File: src/sv/brmf_pkg.sv
// Shared types and constants of the byte ring message FIFO.
`default_nettype none

package brmf_pkg;

    localparam int DATA_W             = 64;
    localparam int RING_DEPTH_DEF     = 256;
    localparam int MAX_ITEM_BYTES_DEF = 8;

    localparam int SIZE_W  = 4;
    localparam int COUNT_W = 5;
    localparam int CFG_W   = 5;

    localparam logic [SIZE_W-1:0]  SIZE_RST  = 4'd8;
    localparam logic [COUNT_W-1:0] COUNT_RST = 5'd31;

    localparam logic ACT_PUSH = 1'b0;
    localparam logic ACT_POP  = 1'b1;

    localparam logic [1:0] STATUS_OK    = 2'd0;
    localparam logic [1:0] STATUS_FULL  = 2'd1;
    localparam logic [1:0] STATUS_EMPTY = 2'd2;

    localparam logic CFG_ITEM_SIZE  = 1'b0;
    localparam logic CFG_ITEM_COUNT = 1'b1;

    typedef enum logic [2:0] {
        ST_IDLE,
        ST_WRITE,
        ST_READ,
        ST_DRAIN,
        ST_FIN
    } t_state;

endpackage

`default_nettype wire

File: src/sv/brmf_req_if.sv
// Request channel: push or pop with message bytes.
`default_nettype none

interface brmf_req_if;
    logic                        valid;
    logic                        ready;
    logic                        action;
    logic [brmf_pkg::DATA_W-1:0] push_data;

    modport source (output valid, output action, output push_data, input ready);
    modport sink   (input valid, input action, input push_data, output ready);
endinterface

`default_nettype wire

File: src/sv/brmf_rsp_if.sv
// Response channel: status, popped bytes and ring flags.
`default_nettype none

interface brmf_rsp_if;
    logic                        valid;
    logic                        ready;
    logic [1:0]                  status;
    logic [brmf_pkg::DATA_W-1:0] pop_data;
    logic                        now_full;
    logic                        now_empty;

    modport source (output valid, output status, output pop_data, output now_full,
                    output now_empty, input ready);
    modport sink   (input valid, input status, input pop_data, input now_full,
                    input now_empty, output ready);
endinterface

`default_nettype wire

File: src/sv/byte_ring_message_fifo_top.sv
// Top level of the byte ring message FIFO: configuration, sequencer and ring.
//
//   channel   dir  modport  payload
//   i_req     in   sink     action, push_data
//   o_rsp     out  source   status, pop_data, now_full, now_empty
//   i_cfg_*   in   -        we, idx (0 item_size, 1 item_count), wdata
//
// A push passes WRITE then FIN, a pop READ, DRAIN then FIN, a refused request
// only FIN; WRITE and READ each move size bytes, size being the effective
// item size, one ring byte per cycle through the single write or read port.
// Reset empties the queue; ring bytes are not cleared and need no sweep.
// A finished response waits in the output register while the next request
// is taken; the sequencer stalls only when a second response is ready.
`default_nettype none

module byte_ring_message_fifo_top #(
    parameter int RING_DEPTH     = brmf_pkg::RING_DEPTH_DEF,
    parameter int MAX_ITEM_BYTES = brmf_pkg::MAX_ITEM_BYTES_DEF
) (
    input  wire logic                       i_clk,
    input  wire logic                       i_rst_n,
    brmf_req_if.sink                        i_req,
    brmf_rsp_if.source                      o_rsp,
    input  wire logic                       i_cfg_we,
    input  wire logic                       i_cfg_idx,
    input  wire logic [brmf_pkg::CFG_W-1:0] i_cfg_wdata
);

    localparam int AW = $clog2(RING_DEPTH);
    localparam int LW = $clog2(RING_DEPTH + 1);

    logic [brmf_pkg::SIZE_W-1:0]  r_item_size;
    logic [brmf_pkg::COUNT_W-1:0] r_item_count;
    logic [brmf_pkg::SIZE_W-1:0]  eff_size;
    logic [brmf_pkg::COUNT_W-1:0] eff_count;
    logic [LW-1:0]                ring_len;

    logic          mem_we;
    logic [AW-1:0] mem_waddr;
    logic [7:0]    mem_wdata;
    logic          mem_re;
    logic [AW-1:0] mem_raddr;
    logic [7:0]    mem_rdata;

    always_ff @(posedge i_clk) begin
        if (!i_rst_n) begin
            r_item_size  <= brmf_pkg::SIZE_RST;
            r_item_count <= brmf_pkg::COUNT_RST;
        end else if (i_cfg_we) begin
            unique case (i_cfg_idx)
                brmf_pkg::CFG_ITEM_SIZE:  r_item_size  <= i_cfg_wdata[brmf_pkg::SIZE_W-1:0];
                brmf_pkg::CFG_ITEM_COUNT: r_item_count <= i_cfg_wdata;
                default: ;
            endcase
        end
    end

    // Clamp size and count, then the ring length to the memory depth.
    always_comb begin
        logic [8:0] prod;
        logic [9:0] total;
        eff_size = r_item_size;
        if (r_item_size == '0) begin
            eff_size = brmf_pkg::SIZE_W'(1);
        end else if (r_item_size > brmf_pkg::SIZE_W'(MAX_ITEM_BYTES)) begin
            eff_size = brmf_pkg::SIZE_W'(MAX_ITEM_BYTES);
        end
        eff_count = (r_item_count == '0) ? brmf_pkg::COUNT_W'(1) : r_item_count;
        prod      = 9'(eff_size) * 9'(eff_count);
        total     = 10'(prod) + 10'd1;
        if (32'(total) > RING_DEPTH) begin
            ring_len = LW'(RING_DEPTH);
        end else begin
            ring_len = LW'(total);
        end
    end

    brmf_ctrl #(
        .RING_DEPTH     (RING_DEPTH),
        .MAX_ITEM_BYTES (MAX_ITEM_BYTES)
    ) u_ctrl (
        .i_clk       (i_clk),
        .i_rst_n     (i_rst_n),
        .i_clr       (i_cfg_we),
        .i_size      (eff_size),
        .i_len       (ring_len),
        .i_req       (i_req),
        .o_rsp       (o_rsp),
        .o_mem_we    (mem_we),
        .o_mem_waddr (mem_waddr),
        .o_mem_wdata (mem_wdata),
        .o_mem_re    (mem_re),
        .o_mem_raddr (mem_raddr),
        .i_mem_rdata (mem_rdata)
    );

    brmf_ring_mem #(
        .RING_DEPTH (RING_DEPTH)
    ) u_ring_mem (
        .i_clk   (i_clk),
        .i_we    (mem_we),
        .i_waddr (mem_waddr),
        .i_wdata (mem_wdata),
        .i_re    (mem_re),
        .i_raddr (mem_raddr),
        .o_rdata (mem_rdata)
    );

endmodule

`default_nettype wire

File: src/sv/brmf_ring_mem.sv
// Byte ring storage: one write port, one read port with registered data.
`default_nettype none

module brmf_ring_mem #(
    parameter int RING_DEPTH = brmf_pkg::RING_DEPTH_DEF,
    localparam int AW        = $clog2(RING_DEPTH)
) (
    input  wire logic          i_clk,
    input  wire logic          i_we,
    input  wire logic [AW-1:0] i_waddr,
    input  wire logic [7:0]    i_wdata,
    input  wire logic          i_re,
    input  wire logic [AW-1:0] i_raddr,
    output      logic [7:0]    o_rdata
);

    logic [7:0] mem [RING_DEPTH];

    always_ff @(posedge i_clk) begin
        if (i_we) begin
            mem[i_waddr] <= i_wdata;
        end
    end

    always_ff @(posedge i_clk) begin
        if (i_re) begin
            o_rdata <= mem[i_raddr];
        end
    end

endmodule

`default_nettype wire

File: src/sv/brmf_ctrl.sv
// Request sequencer: pointers, byte-serial ring access and response register.
`default_nettype none

module brmf_ctrl #(
    parameter int RING_DEPTH     = brmf_pkg::RING_DEPTH_DEF,
    parameter int MAX_ITEM_BYTES = brmf_pkg::MAX_ITEM_BYTES_DEF,
    localparam int AW            = $clog2(RING_DEPTH),
    localparam int LW            = $clog2(RING_DEPTH + 1)
) (
    input  wire logic                        i_clk,
    input  wire logic                        i_rst_n,
    input  wire logic                        i_clr,
    input  wire logic [brmf_pkg::SIZE_W-1:0] i_size,
    input  wire logic [LW-1:0]               i_len,
    brmf_req_if.sink                         i_req,
    brmf_rsp_if.source                       o_rsp,
    output      logic                        o_mem_we,
    output      logic [AW-1:0]               o_mem_waddr,
    output      logic [7:0]                  o_mem_wdata,
    output      logic                        o_mem_re,
    output      logic [AW-1:0]               o_mem_raddr,
    input  wire logic [7:0]                  i_mem_rdata
);

    localparam int CW = (MAX_ITEM_BYTES > 1) ? $clog2(MAX_ITEM_BYTES) : 1;
    localparam int BW = MAX_ITEM_BYTES * 8;

    brmf_pkg::t_state r_state, n_state;
    logic [AW-1:0]    r_wp, n_wp;
    logic [AW-1:0]    r_rp, n_rp;
    logic [AW-1:0]    r_pos, n_pos;
    logic [CW-1:0]    r_cnt, n_cnt;
    logic [BW-1:0]    r_data, n_data;
    logic [BW-1:0]    r_acc, n_acc;
    logic             r_rd_pend, n_rd_pend;
    logic [CW-1:0]    r_rd_lane, n_rd_lane;
    logic [1:0]       r_status, n_status;

    logic                        r_out_valid, n_out_valid;
    logic [1:0]                  r_out_status;
    logic [brmf_pkg::DATA_W-1:0] r_out_data;
    logic                        r_out_full;
    logic                        r_out_empty;
    logic                        out_load;

    logic [AW-1:0] wp_inc;
    logic [AW-1:0] pos_inc;
    logic          ring_full;
    logic          ring_empty;
    logic          last_byte;

    // Advance by one byte, wrapping at the ring length.
    always_comb begin
        logic [LW-1:0] wp_nx;
        logic [LW-1:0] pos_nx;
        wp_nx   = LW'(r_wp) + LW'(1);
        pos_nx  = LW'(r_pos) + LW'(1);
        wp_inc  = (wp_nx == i_len) ? '0 : AW'(wp_nx);
        pos_inc = (pos_nx == i_len) ? '0 : AW'(pos_nx);
    end

    assign ring_full  = (wp_inc == r_rp);
    assign ring_empty = (r_wp == r_rp);
    assign last_byte  = (brmf_pkg::SIZE_W'(r_cnt) == i_size - brmf_pkg::SIZE_W'(1));

    always_comb begin
        n_state     = r_state;
        n_wp        = r_wp;
        n_rp        = r_rp;
        n_pos       = r_pos;
        n_cnt       = r_cnt;
        n_data      = r_data;
        n_acc       = r_acc;
        n_rd_pend   = 1'b0;
        n_rd_lane   = r_rd_lane;
        n_status    = r_status;
        out_load    = 1'b0;
        i_req.ready = 1'b0;
        o_mem_we    = 1'b0;
        o_mem_re    = 1'b0;
        o_mem_waddr = r_pos;
        o_mem_wdata = r_data[7:0];
        o_mem_raddr = r_pos;

        // Collect the byte read in the previous cycle.
        if (r_rd_pend) begin
            for (int k = 0; k < MAX_ITEM_BYTES; k++) begin
                if (CW'(k) == r_rd_lane) begin
                    n_acc[k*8 +: 8] = i_mem_rdata;
                end
            end
        end

        unique case (r_state)
            brmf_pkg::ST_IDLE: begin
                i_req.ready = 1'b1;
                if (i_req.valid) begin
                    n_data   = i_req.push_data[BW-1:0];
                    n_acc    = '0;
                    n_cnt    = '0;
                    n_status = brmf_pkg::STATUS_OK;
                    if (i_req.action == brmf_pkg::ACT_PUSH) begin
                        if (ring_full) begin
                            n_status = brmf_pkg::STATUS_FULL;
                            n_state  = brmf_pkg::ST_FIN;
                        end else begin
                            n_pos   = r_wp;
                            n_state = brmf_pkg::ST_WRITE;
                        end
                    end else begin
                        if (ring_empty) begin
                            n_status = brmf_pkg::STATUS_EMPTY;
                            n_state  = brmf_pkg::ST_FIN;
                        end else begin
                            n_pos   = r_rp;
                            n_state = brmf_pkg::ST_READ;
                        end
                    end
                end
            end
            brmf_pkg::ST_WRITE: begin
                o_mem_we = 1'b1;
                n_data   = r_data >> 8;
                n_pos    = pos_inc;
                n_cnt    = r_cnt + CW'(1);
                if (last_byte) begin
                    n_wp    = pos_inc;
                    n_state = brmf_pkg::ST_FIN;
                end
            end
            brmf_pkg::ST_READ: begin
                o_mem_re  = 1'b1;
                n_rd_pend = 1'b1;
                n_rd_lane = r_cnt;
                n_pos     = pos_inc;
                n_cnt     = r_cnt + CW'(1);
                if (last_byte) begin
                    n_rp    = pos_inc;
                    n_state = brmf_pkg::ST_DRAIN;
                end
            end
            brmf_pkg::ST_DRAIN: begin
                n_state = brmf_pkg::ST_FIN;
            end
            brmf_pkg::ST_FIN: begin
                // hold until the response slot is free
                if (!r_out_valid || o_rsp.ready) begin
                    out_load = 1'b1;
                    n_state  = brmf_pkg::ST_IDLE;
                end
            end
            default: begin
                n_state = brmf_pkg::ST_IDLE;
            end
        endcase

        // A register write restarts the queue empty.
        if (i_clr) begin
            n_wp = '0;
            n_rp = '0;
        end

        n_out_valid = r_out_valid && !o_rsp.ready;
        if (out_load) begin
            n_out_valid = 1'b1;
        end
    end

    always_ff @(posedge i_clk) begin
        if (!i_rst_n) begin
            r_state     <= brmf_pkg::ST_IDLE;
            r_wp        <= '0;
            r_rp        <= '0;
            r_rd_pend   <= 1'b0;
            r_out_valid <= 1'b0;
        end else begin
            r_state     <= n_state;
            r_wp        <= n_wp;
            r_rp        <= n_rp;
            r_rd_pend   <= n_rd_pend;
            r_out_valid <= n_out_valid;
        end
    end

    always_ff @(posedge i_clk) begin
        r_pos     <= n_pos;
        r_cnt     <= n_cnt;
        r_data    <= n_data;
        r_acc     <= n_acc;
        r_rd_lane <= n_rd_lane;
        r_status  <= n_status;
        if (out_load) begin
            r_out_status <= r_status;
            r_out_data   <= brmf_pkg::DATA_W'(r_acc);
            r_out_full   <= ring_full;
            r_out_empty  <= ring_empty;
        end
    end

    assign o_rsp.valid     = r_out_valid;
    assign o_rsp.status    = r_out_status;
    assign o_rsp.pop_data  = r_out_data;
    assign o_rsp.now_full  = r_out_full;
    assign o_rsp.now_empty = r_out_empty;

endmodule

`default_nettype wire

File: src/flat_wrapper.sv
// flat-port wrapper written by rule: the top's interface ports become plain ports
module byte_ring_message_fifo_top_flat 
#(
    parameter int RING_DEPTH     = brmf_pkg::RING_DEPTH_DEF,
    parameter int MAX_ITEM_BYTES = brmf_pkg::MAX_ITEM_BYTES_DEF
)
  (i_clk, i_rst_n, i_cfg_we, i_cfg_idx, i_cfg_wdata, i_req_valid, i_req_action, i_req_push_data, i_req_ready, o_rsp_valid, o_rsp_status, o_rsp_pop_data, o_rsp_now_full, o_rsp_now_empty, o_rsp_ready);
  brmf_req_if i_req_i ();
  brmf_rsp_if o_rsp_i ();
  input  wire logic i_clk;
  input  wire logic i_rst_n;
  input  wire logic i_cfg_we;
  input  wire logic i_cfg_idx;
  input  wire logic [brmf_pkg::CFG_W-1:0] i_cfg_wdata;
  input wire logic [$bits(i_req_i.valid)-1:0] i_req_valid;
  input wire logic [$bits(i_req_i.action)-1:0] i_req_action;
  input wire logic [$bits(i_req_i.push_data)-1:0] i_req_push_data;
  output wire logic [$bits(i_req_i.ready)-1:0] i_req_ready;
  output wire logic [$bits(o_rsp_i.valid)-1:0] o_rsp_valid;
  output wire logic [$bits(o_rsp_i.status)-1:0] o_rsp_status;
  output wire logic [$bits(o_rsp_i.pop_data)-1:0] o_rsp_pop_data;
  output wire logic [$bits(o_rsp_i.now_full)-1:0] o_rsp_now_full;
  output wire logic [$bits(o_rsp_i.now_empty)-1:0] o_rsp_now_empty;
  input wire logic [$bits(o_rsp_i.ready)-1:0] o_rsp_ready;
  assign i_req_i.valid = i_req_valid;
  assign i_req_i.action = i_req_action;
  assign i_req_i.push_data = i_req_push_data;
  assign i_req_ready = i_req_i.ready;
  assign o_rsp_valid = o_rsp_i.valid;
  assign o_rsp_status = o_rsp_i.status;
  assign o_rsp_pop_data = o_rsp_i.pop_data;
  assign o_rsp_now_full = o_rsp_i.now_full;
  assign o_rsp_now_empty = o_rsp_i.now_empty;
  assign o_rsp_i.ready = o_rsp_ready;
  byte_ring_message_fifo_top #(.RING_DEPTH(RING_DEPTH), .MAX_ITEM_BYTES(MAX_ITEM_BYTES)) u_core (.i_clk(i_clk), .i_rst_n(i_rst_n), .i_req(i_req_i), .o_rsp(o_rsp_i), .i_cfg_we(i_cfg_we), .i_cfg_idx(i_cfg_idx), .i_cfg_wdata(i_cfg_wdata));
endmodule
File: config.mk
export PLATFORM = sky130hd
export DESIGN_NAME = byte_ring_message_fifo_top_flat
export DESIGN_NICKNAME = d
export VERILOG_FILES = /design/src/sv/brmf_pkg.sv /design/src/sv/brmf_req_if.sv /design/src/sv/brmf_rsp_if.sv /design/src/sv/byte_ring_message_fifo_top.sv /design/src/sv/brmf_ring_mem.sv /design/src/sv/brmf_ctrl.sv /design/src/flat_wrapper.sv
export SDC_FILE = /design/constraint.sdc
export NUM_CORES = 2
export LEC_CHECK = 0
export BUFFER_PORTS_ARGS = -buffer_cell sky130_fd_sc_hd__buf_4
export CAP_MARGIN = 10
export CORE_ASPECT_RATIO = 0.8
export CORE_MARGIN = 2
export CORE_UTILIZATION = 43
export CTS_BUF_LIST = sky130_fd_sc_hd__clkbuf_2
export DETAILED_ROUTE_END_ITERATION = 8
export HOLD_SLACK_MARGIN = 0.15
export PLACE_DENSITY = 0.58
export SYNTH_ARGS = -nofsm -noshare
export SYNTH_HDL_FRONTEND = slang
export SYNTH_SLANG_ARGS = --single-unit
File: constraint.sdc
create_clock -name i_clk -period 5.55 [get_ports i_clk]
set_input_delay 0.2775 -clock i_clk [delete_from_list [all_inputs] [get_ports i_clk]]
set_output_delay 0.2775 -clock i_clk [all_outputs]
set_load 0.1 [all_outputs]
# == Yosys cells after proc, flatten, opt, wreduce, memory -nomap -nowiden ==
# Memories as Yosys holds them, arrays and structs flattened. A register that Yosys moved wholly into a read port is not among the register bits.
# Cells that the tools add are included.
# word_totals
n_memories,1
reg_bits,242
out_inout_bits,70
ramBits,2048
wordCells,116
in_bits,76
# memory_table
memory,depth,word_bits,read_ports,rd_clocked_by_memory_dff,write_ports,line,rtl
u_core.u_ring_mem.mem,256,8,1,1,1,brmf_ring_mem.sv:17,logic [7:0] mem [RING_DEPTH];
# classes
n_addsub,5
reduce_logical,21
multipliers,1
n_eq_ne,22
magnitude_cmp,2
mux,45
bitwise_logic,2
# ops
op,n
2-to-1 mux 64 bit,4
case mux 64 bit (2 select lines),1
2-to-1 mux 8 bit,14
2-to-1 mux 3 bit,8
"adder 8 x 1 -> 9 bit, second input constant",2
== test 9 bit,2
== test 8 bit,2
case mux 8 bit (2 select lines),1
case mux 3 bit (5 select lines),1
AND reduction 2 bit,7
"== test 3 bit, first input constant",4
"adder 9 x 1 -> 10 bit, second input constant",1
"> comparator 10 x 9 -> 1 bit, second input constant",1
multiplier 4 x 5 -> 9 bit,1
2-to-1 mux 1 bit,9
2-to-1 mux 9 bit,1
2-to-1 mux 4 bit,2
"inequality test 2 bit, second input constant",4
AND reduction 4 bit,2
"== test 2 x 3 -> 1 bit, first input constant",2
"== test 3 x 2 -> 1 bit, second input constant",2
logical NOT 3 bit,2
"inequality test 3 bit, second input constant",2
case mux 3 bit (2 select lines),1
17 further kinds,22

# == Depth between registers and ports, before layout ==
# depth
depth_word,14
ltp_mapped,20
mapped_depth_nobuf,17

# == Cells and area by module ==
# A second synthesis with hierarchy kept.
# hier_totals
hier_cells,4696
area_unflattened_um2,90600.6
# by_module_without_submodules
mod,n_inst,cells_per_inst,area_per_inst_um2,seq_area_each_um2
brmf_ring_mem,1,3733,79636.4,61739.2
brmf_ctrl,1,827,9820.7,6145.9
byte_ring_message_fifo_top,1,136,1143.6,180.2

# == Worst setup path before layout ==
# Ideal clock, no wire load.
# synth_timing
path_kind,register to register
startpoint,register u_core.r_item_count[4] (netlist bit)
endpoint,"register u_core.u_ctrl.r_pos[0], in the netlist u_core.u_ctrl.o_mem_raddr[0] (enable)"
setup_time_ns,0.373
slack_ns,0.518
t_required_ns,5.177
n_path_buf,0
synth_period_minus_slack_ns,5.032
arrival_time_ns,4.659
path_stages_with_launch,17
path_cell_list,dfxtp_1 > nor4_1 > o21ai_0 > fa_1 > inv_1 > fa_1 > ha_1 > a21o_1 > a221o_2 > xor2_1 > nor2_1 > o21ai_2 > a21oi_1 > o32a_1 > o41ai_2 > a311oi_2 > nor2b_1
# synth_between
elab_chain_len,11
# synth_lines
item,line,rtl
start: declaration,byte_ring_message_fifo_top.sv:33,logic [brmf_pkg::COUNT_W-1:0] r_item_count;
start signal: assignment,byte_ring_message_fifo_top.sv:48,r_item_count <= brmf_pkg::COUNT_RST;
start signal: assignment,byte_ring_message_fifo_top.sv:52,brmf_pkg::CFG_ITEM_COUNT: r_item_count <= i_cfg_wdata;
logical NOT 5 bit,byte_ring_message_fifo_top.sv:68,eff_count = (r_item_count == '0) ? brmf_pkg::COUNT_W'(1) : r_item_count;
2-to-1 mux 5 bit *,byte_ring_message_fifo_top.sv:68,
multiplier 4 x 5 -> 9 bit *,byte_ring_message_fifo_top.sv:69,prod = 9'(eff_size) * 9'(eff_count);
adder 9 x 1 -> 10 bit *,byte_ring_message_fifo_top.sv:70,total = 10'(prod) + 10'd1;
> comparator 10 x 9 -> 1 bit,byte_ring_message_fifo_top.sv:71,if (32'(total) > RING_DEPTH) begin
2-to-1 mux 9 bit *,byte_ring_message_fifo_top.sv:71,
== test 9 bit *,brmf_ctrl.sv:58,wp_inc = (wp_nx == i_len) ? '0 : AW'(wp_nx);
2-to-1 mux 8 bit *,brmf_ctrl.sv:58,
== test 8 bit *,brmf_ctrl.sv:62,assign ring_full = (wp_inc == r_rp);
inequality test 3 bit (no line) *,-,
AND reduction 4 bit (no line) *,-,
end signal: assignment,brmf_ctrl.sv:186,r_pos <= n_pos;
end: declaration,brmf_ctrl.sv:31,"logic [AW-1:0] r_pos, n_pos;"
# Mark *: on every way between the ends. The rest lies on a longest branch, timed or not.
# A chain may end at the register's enable or synchronous reset.

# == Final worst setup path ==
# layout_timing
startpoint,register u_core.r_item_size[1] (netlist bit)
endpoint,"register u_core.u_ctrl.r_pos[1], in the netlist u_core.u_ctrl.o_mem_raddr[1] (enable)"
# layout_between
elab_chain_len,12
word_cells_on_any_way,13
classes_between,add/sub (1); mul (1); order compare (2); eq/ne (3); mux (4); reduce/logical (2)
# layout_lines
item,line,rtl
start: declaration,byte_ring_message_fifo_top.sv:32,logic [brmf_pkg::SIZE_W-1:0] r_item_size;
start signal: assignment,byte_ring_message_fifo_top.sv:47,r_item_size <= brmf_pkg::SIZE_RST;
start signal: assignment,byte_ring_message_fifo_top.sv:51,brmf_pkg::CFG_ITEM_SIZE: r_item_size <= i_cfg_wdata[brmf_pkg::SIZE_W-1:0];
> comparator 4 bit,byte_ring_message_fifo_top.sv:65,end else if (r_item_size > brmf_pkg::SIZE_W'(MAX_ITEM_BYTES)) begin
2-to-1 mux 4 bit,byte_ring_message_fifo_top.sv:65,
2-to-1 mux 4 bit *,byte_ring_message_fifo_top.sv:63,if (r_item_size == '0) begin
multiplier 4 x 5 -> 9 bit *,byte_ring_message_fifo_top.sv:69,
adder 9 x 1 -> 10 bit *,byte_ring_message_fifo_top.sv:70,
> comparator 10 x 9 -> 1 bit,byte_ring_message_fifo_top.sv:71,
2-to-1 mux 9 bit *,byte_ring_message_fifo_top.sv:71,
== test 9 bit *,brmf_ctrl.sv:58,
2-to-1 mux 8 bit *,brmf_ctrl.sv:58,
== test 8 bit *,brmf_ctrl.sv:62,
inequality test 3 bit (no line) *,-,
AND reduction 4 bit (no line) *,-,
# Marks and branches as above.

==> results.md <==
- The flow ran to the end, but the final reports show violations.
- The checks that failed: slew limit.
- The number of synthesized flops with an enable pin is 2204.
- The count of pins on the block boundary is 146.
- Routability-driven placement finished with a final weighted congestion of 0.837.
- Following the worst setup path forward leads to its endpoint at u_core.u_ctrl.o_mem_raddr[1].
- The via density per instance is 5.64.
- The maximum clock rate is 188 MHz.
- Summed over all nets, the half-perimeter wirelength after detailed placement is 138000 microns.
- The clock passes through at most 4 buffers.
- The destination of the worst register-to-register timing path is u_core.u_ctrl.o_mem_raddr[1].
- The share of the clock period used by the worst path is 95.8%.
- The deepest level of the CTS H-tree is 6.
- VDD sags by at most 397 uV.
- The number of synthesized register bits is 2298.
- At the pin with the least slew margin, the transition time is 1590 ps.
- Dividing total power by cell area gives a power density of 391 mW/mm^2.
- The critical path class is flip-flop to flip-flop.
- Clock tree synthesis found a total of 2298 sinks.
- The die covers 0.213 sq mm.
- At the worst endpoint, the arrival time is 6650 ps.
- The area growth from synthesis to layout is 14.5%.
- The post-synthesis area per instance is 20.4 sq um.
- The proportion of synthesized flip-flops having asynchronous set or reset is 0%.
- Summed over all failing endpoints, the final setup total negative slack is 0 ps.
- The path class of the lowest-slack min-delay path is primary input to flip-flop.
- The maximum fanout count along the critical path is 8.
- In this run the post-CTS setup repair buffer count came out at 0.
- The core region is 0.208 sq mm.
- For this run, the leading register cell type out of synthesis is sky130_fd_sc_hd__edfxtp_1.
- The all-layer global routing usage is 21.9%.
- TritonCTS built the clock tree.
- The clock period minus worst slack is 5320 ps.
- The clock latency at the later pin of the worst-skew pair is 1600 ps.
- Setup violations remaining at the end of the flow were counted as 0.
- The final routed wire length divided by cell count is 27.8 microns.
- The number of max-slew violations in the final report is 82.
- The clock share of power is 27.5%.
- The via count of the first global-routing pass came to 48356.
- The starting DRC count in detailed routing is 5307.
- The number of max-capacitance violations reported is 0.
- The finished cells cover 0.103 sq mm.
- The final layout contains routed wiring with a total length of 235000 microns.
- At the worst endpoint, the required time is 6880 ps.
- The clock-pin slew of the registers on the worst-case setup and hold paths is 90 ps.
- Row generation in the floorplan step produced 150 rows.
- The first-pass GRT wire length is 337000 microns.
- Combinational logic burns 20.9% of the power.
- The final clock skew is 146 ps.
- The share of layout cells above drive strength 1 is 34.0%.
- Final hold analysis gives a worst-case slack of 374 ps.
- The mapped cell area is 0.0899 sq mm.
- In this run the register-to-register setup slack is 230 ps.
- The leakage power total is 33.7 nW.
- The endpoint type of the worst setup path is a flip-flop.
- The root buffer cell chosen for the clock tree is sky130_fd_sc_hd__clkbuf_2.
- The share of total power dissipated in sequential elements is 51.5%.
- The launch point of the worst reg-to-reg path is u_core.r_item_size[1].
- The internal power summed over all cells is 27.9 mW.
- Buffers placed on the I/O ports in this run total 145.
- The worst setup path is launched from a flip-flop.
- The die is 515 microns wide.
- The launch point of the critical path is u_core.r_item_size[1].
- Setup repair after global routing left no endpoint under its margin.
- The initial utilization of the core area, before any placement, comes to 43.1%.
- The first-pass iteration count of the detailed router is 7.
- Summed over all nets, the switching power comes to 12.3 mW.
- The net count of the finished layout is 5453.
- Summing over every cut layer, the via total after detailed routing is 47681.
- The number of warning messages in the yosys log is 0.
- The share of the Yosys chip area taken by registers is 75.8%.
- The depth of the worst register-to-register path is 18.
- The final-report hold violation count is 0.
- The synthesized netlist cell count is 4397.
- The number of nets in the synthesized netlist is 4501.
- In this run the vertical extent of the chip is 413 microns.
- The final standard cell count with taps included and fillers excluded is 8460.
- After global routing the overflow that remains totals 0.
- In this run, distinct cell masters in the synthesized netlist total 76.
- The cell count after placement is 7288.
- The placed standard-cell area is 0.0957 sq mm.
- The worst pin sits at a relative slew slack of -5.93%.
- The post-route antenna net violation count is 0.
- The initial antenna violation count came to 20.
- The number of remaining DRC errors is 0.
- The switching share of power is 30.6%.
- The pin count of the biggest net entering global routing is 225.
- The number of clock buffers inserted by TritonCTS is 563.
- Summing internal, switching and leakage power gives 40.2 mW.
[flip-flops by register name, summed over array words and instances (netlist names), 5 cells and up]
register / count
u_core.u_ctrl.r_wp: 8
u_core.u_ctrl.r_data: 64
u_core.u_ctrl.r_rp: 8
u_core.u_ctrl.r_acc: 64
u_core.u_ring_mem.mem: 2048
u_core.r_item_count: 5
u_core.u_ctrl.o_mem_raddr: 8
u_core.u_ring_mem.o_rdata: 8
u_core.u_ctrl.o_rsp.pop_data: 64
[area by class of cell]
cell class	count	area (sq um)
Antenna cell	8	20.0
Inverter	23	86.3
Clock buffer	805	4030
Clock inverter	127	835
Fill cell	17225	105000
Tap cell	2736	3420
Multi-Input combinational cell	1826	20800
Timing Repair Buffer	637	5700
Sequential cell	2298	68100
[how the worst min path moves through the flow]
| stage | depth (start not counted) | from | to | slack [ps] |
|---|---|---|---|---|
| 2_1_floorplan | 0 | u_core.u_ctrl.r_status[0] | u_core.u_ctrl.o_rsp.status[0] | 400 |
| 3_3_place_gp | 0 | u_core.u_ctrl.r_status[1] | u_core.u_ctrl.o_rsp.status[1] | 410 |
| 3_5_place_dp | 0 | u_core.u_ctrl.r_acc[58] | u_core.u_ctrl.o_rsp.pop_data[58] | 410 |
| 4_1_cts | 6 | i_cfg_we | u_core.u_ctrl.r_wp[2] | 180 |
| 5_1_grt | 5 | i_req_valid | u_core.u_ctrl.r_state[0] | 250 |
| 6_report | 6 | i_cfg_we | u_core.u_ctrl.r_wp[2] | 370 |
[placed cells by master (no fill, tap or decap), types with 12 or more instances in the layout]
cell                            count
sky130_fd_sc_hd__o22ai_1           13
sky130_fd_sc_hd__clkbuf_2         805
sky130_fd_sc_hd__nand2_1          386
sky130_fd_sc_hd__and3_1            22
sky130_fd_sc_hd__bufinv_16         12
sky130_fd_sc_hd__o41ai_1           17
sky130_fd_sc_hd__o21ai_0           16
sky130_fd_sc_hd__mux2i_1           18
sky130_fd_sc_hd__xnor2_1           28
sky130_fd_sc_hd__nor3_1            15
sky130_fd_sc_hd__nor2_1           288
sky130_fd_sc_hd__nor2b_1           36
sky130_fd_sc_hd__buf_4            378
sky130_fd_sc_hd__nand2b_1          17
sky130_fd_sc_hd__clkinv_1          87
sky130_fd_sc_hd__xor2_1            12
sky130_fd_sc_hd__inv_1             23
sky130_fd_sc_hd__mux4_2           646
sky130_fd_sc_hd__edfxtp_1        2204
sky130_fd_sc_hd__dlygate4sd3_1    232
sky130_fd_sc_hd__nand3_1           41
sky130_fd_sc_hd__buf_12            27
sky130_fd_sc_hd__ha_1              22
sky130_fd_sc_hd__a21oi_1           81
sky130_fd_sc_hd__dfxtp_1           93
sky130_fd_sc_hd__and2_1            24
[synthesized netlist by cell type, drive strengths merged (3+ instances only)]
library cell  instances  area share (%)
a2111oi               3           0.050
a211oi                5           0.042
a21o                  4           0.033
a21oi                81            0.45
a22oi                 8           0.067
a311oi                4           0.046
a31o                  3           0.029
a31oi                 5           0.035
a32oi                 4           0.039
and2                 26            0.18
and3                 25            0.18
and4                  3           0.031
buf                  97            0.49
clkbuf              152            0.64
dfxtp                94             2.1
edfxtp             2204              74
fa                    6            0.13
ha                   22            0.31
inv                  23           0.096
mux2i                18            0.20
mux4                646              16
nand2               394             1.6
nand2b               17            0.12
nand3                49            0.27
nand3b                5           0.042
nand4                10           0.070
nor2                290             1.2
nor2b                37            0.26
nor3                 15           0.084
nor4                  6           0.042
o211ai                6           0.050
o21ai                17           0.099
o22ai                13           0.091
o31ai                 5           0.042
o41ai                18            0.18
or2                   4           0.028
or3                   4           0.033
xnor2                28            0.27
xor2                 13            0.13
[cell families after synthesis]
| kind of cell | count (synthesis) | synth area share [%] |
|---|---|---|
| and+or+nand+nor | 893 | 4.27 |
| muxes | 666 | 16.4 |
| adders and majority gates | 28 | 0.440 |
| xor gates and xnor gates | 41 | 0.400 |
| AOI/OAI and AO/OA | 198 | 1.48 |
| buffers and inverters | 273 | 1.24 |
| DFF | 2298 | 75.8 |
[power groups by stage]
stage               combinational (mW)  sequential, mW  clock [mW]
floorplan                         3.92            22.4           0
global placement                  8.16            21.1           0
detailed placement                8.27            21.1           0
CTS                               8.47            20.7        11.4
global route                      8.86            20.7        12.2
finish                            8.42            20.7        11.1
[worst max-delay path, stage by stage (launching register included)]
cell and delay (ps):
sky130_fd_sc_hd__dfxtp_1 330, sky130_fd_sc_hd__nor2b_2 180, sky130_fd_sc_hd__and2_1 170, sky130_fd_sc_hd__fa_1 530
sky130_fd_sc_hd__inv_1 50, sky130_fd_sc_hd__fa_1 470, sky130_fd_sc_hd__inv_1 40, sky130_fd_sc_hd__ha_1 180
sky130_fd_sc_hd__a21o_1 200, sky130_fd_sc_hd__a31o_2 250, sky130_fd_sc_hd__or3_4 380, sky130_fd_sc_hd__a2111oi_4 410
sky130_fd_sc_hd__o21ai_2 150, sky130_fd_sc_hd__a222oi_1 330, sky130_fd_sc_hd__o221ai_1 210, sky130_fd_sc_hd__or4_4 560
sky130_fd_sc_hd__a311oi_2 320, sky130_fd_sc_hd__nor2b_1 80, sky130_fd_sc_hd__buf_4 180
[through the flow]
step	setup WS (ps)	utilization, %
after floorplan	518	-
after global placement	204	45.9
after detailed placement	152	45.9
after CTS	125	49.4
after global routing	17.1	49.4
final	233	49.4
[routing by layer]
layer	wire length (microns)	track usage [%]	up-vias	part of all wire, %
li1	-	-	20151	-
met1	101000	31.8	25209	43
met2	109000	33.0	2009	46
met3	20800	5.84	302	8.8
met4	4000	5.49	10	1.7
met5	67	0	-	0.028
[timing repair]
item | CTS | global route
hold buffers | 232 | 0
setup endpoints to repair | 0 | 8
resized for setup | 0 | 4
endpoints found under the hold margin | 313 | 0
Power figures use the tool's default switching activity.
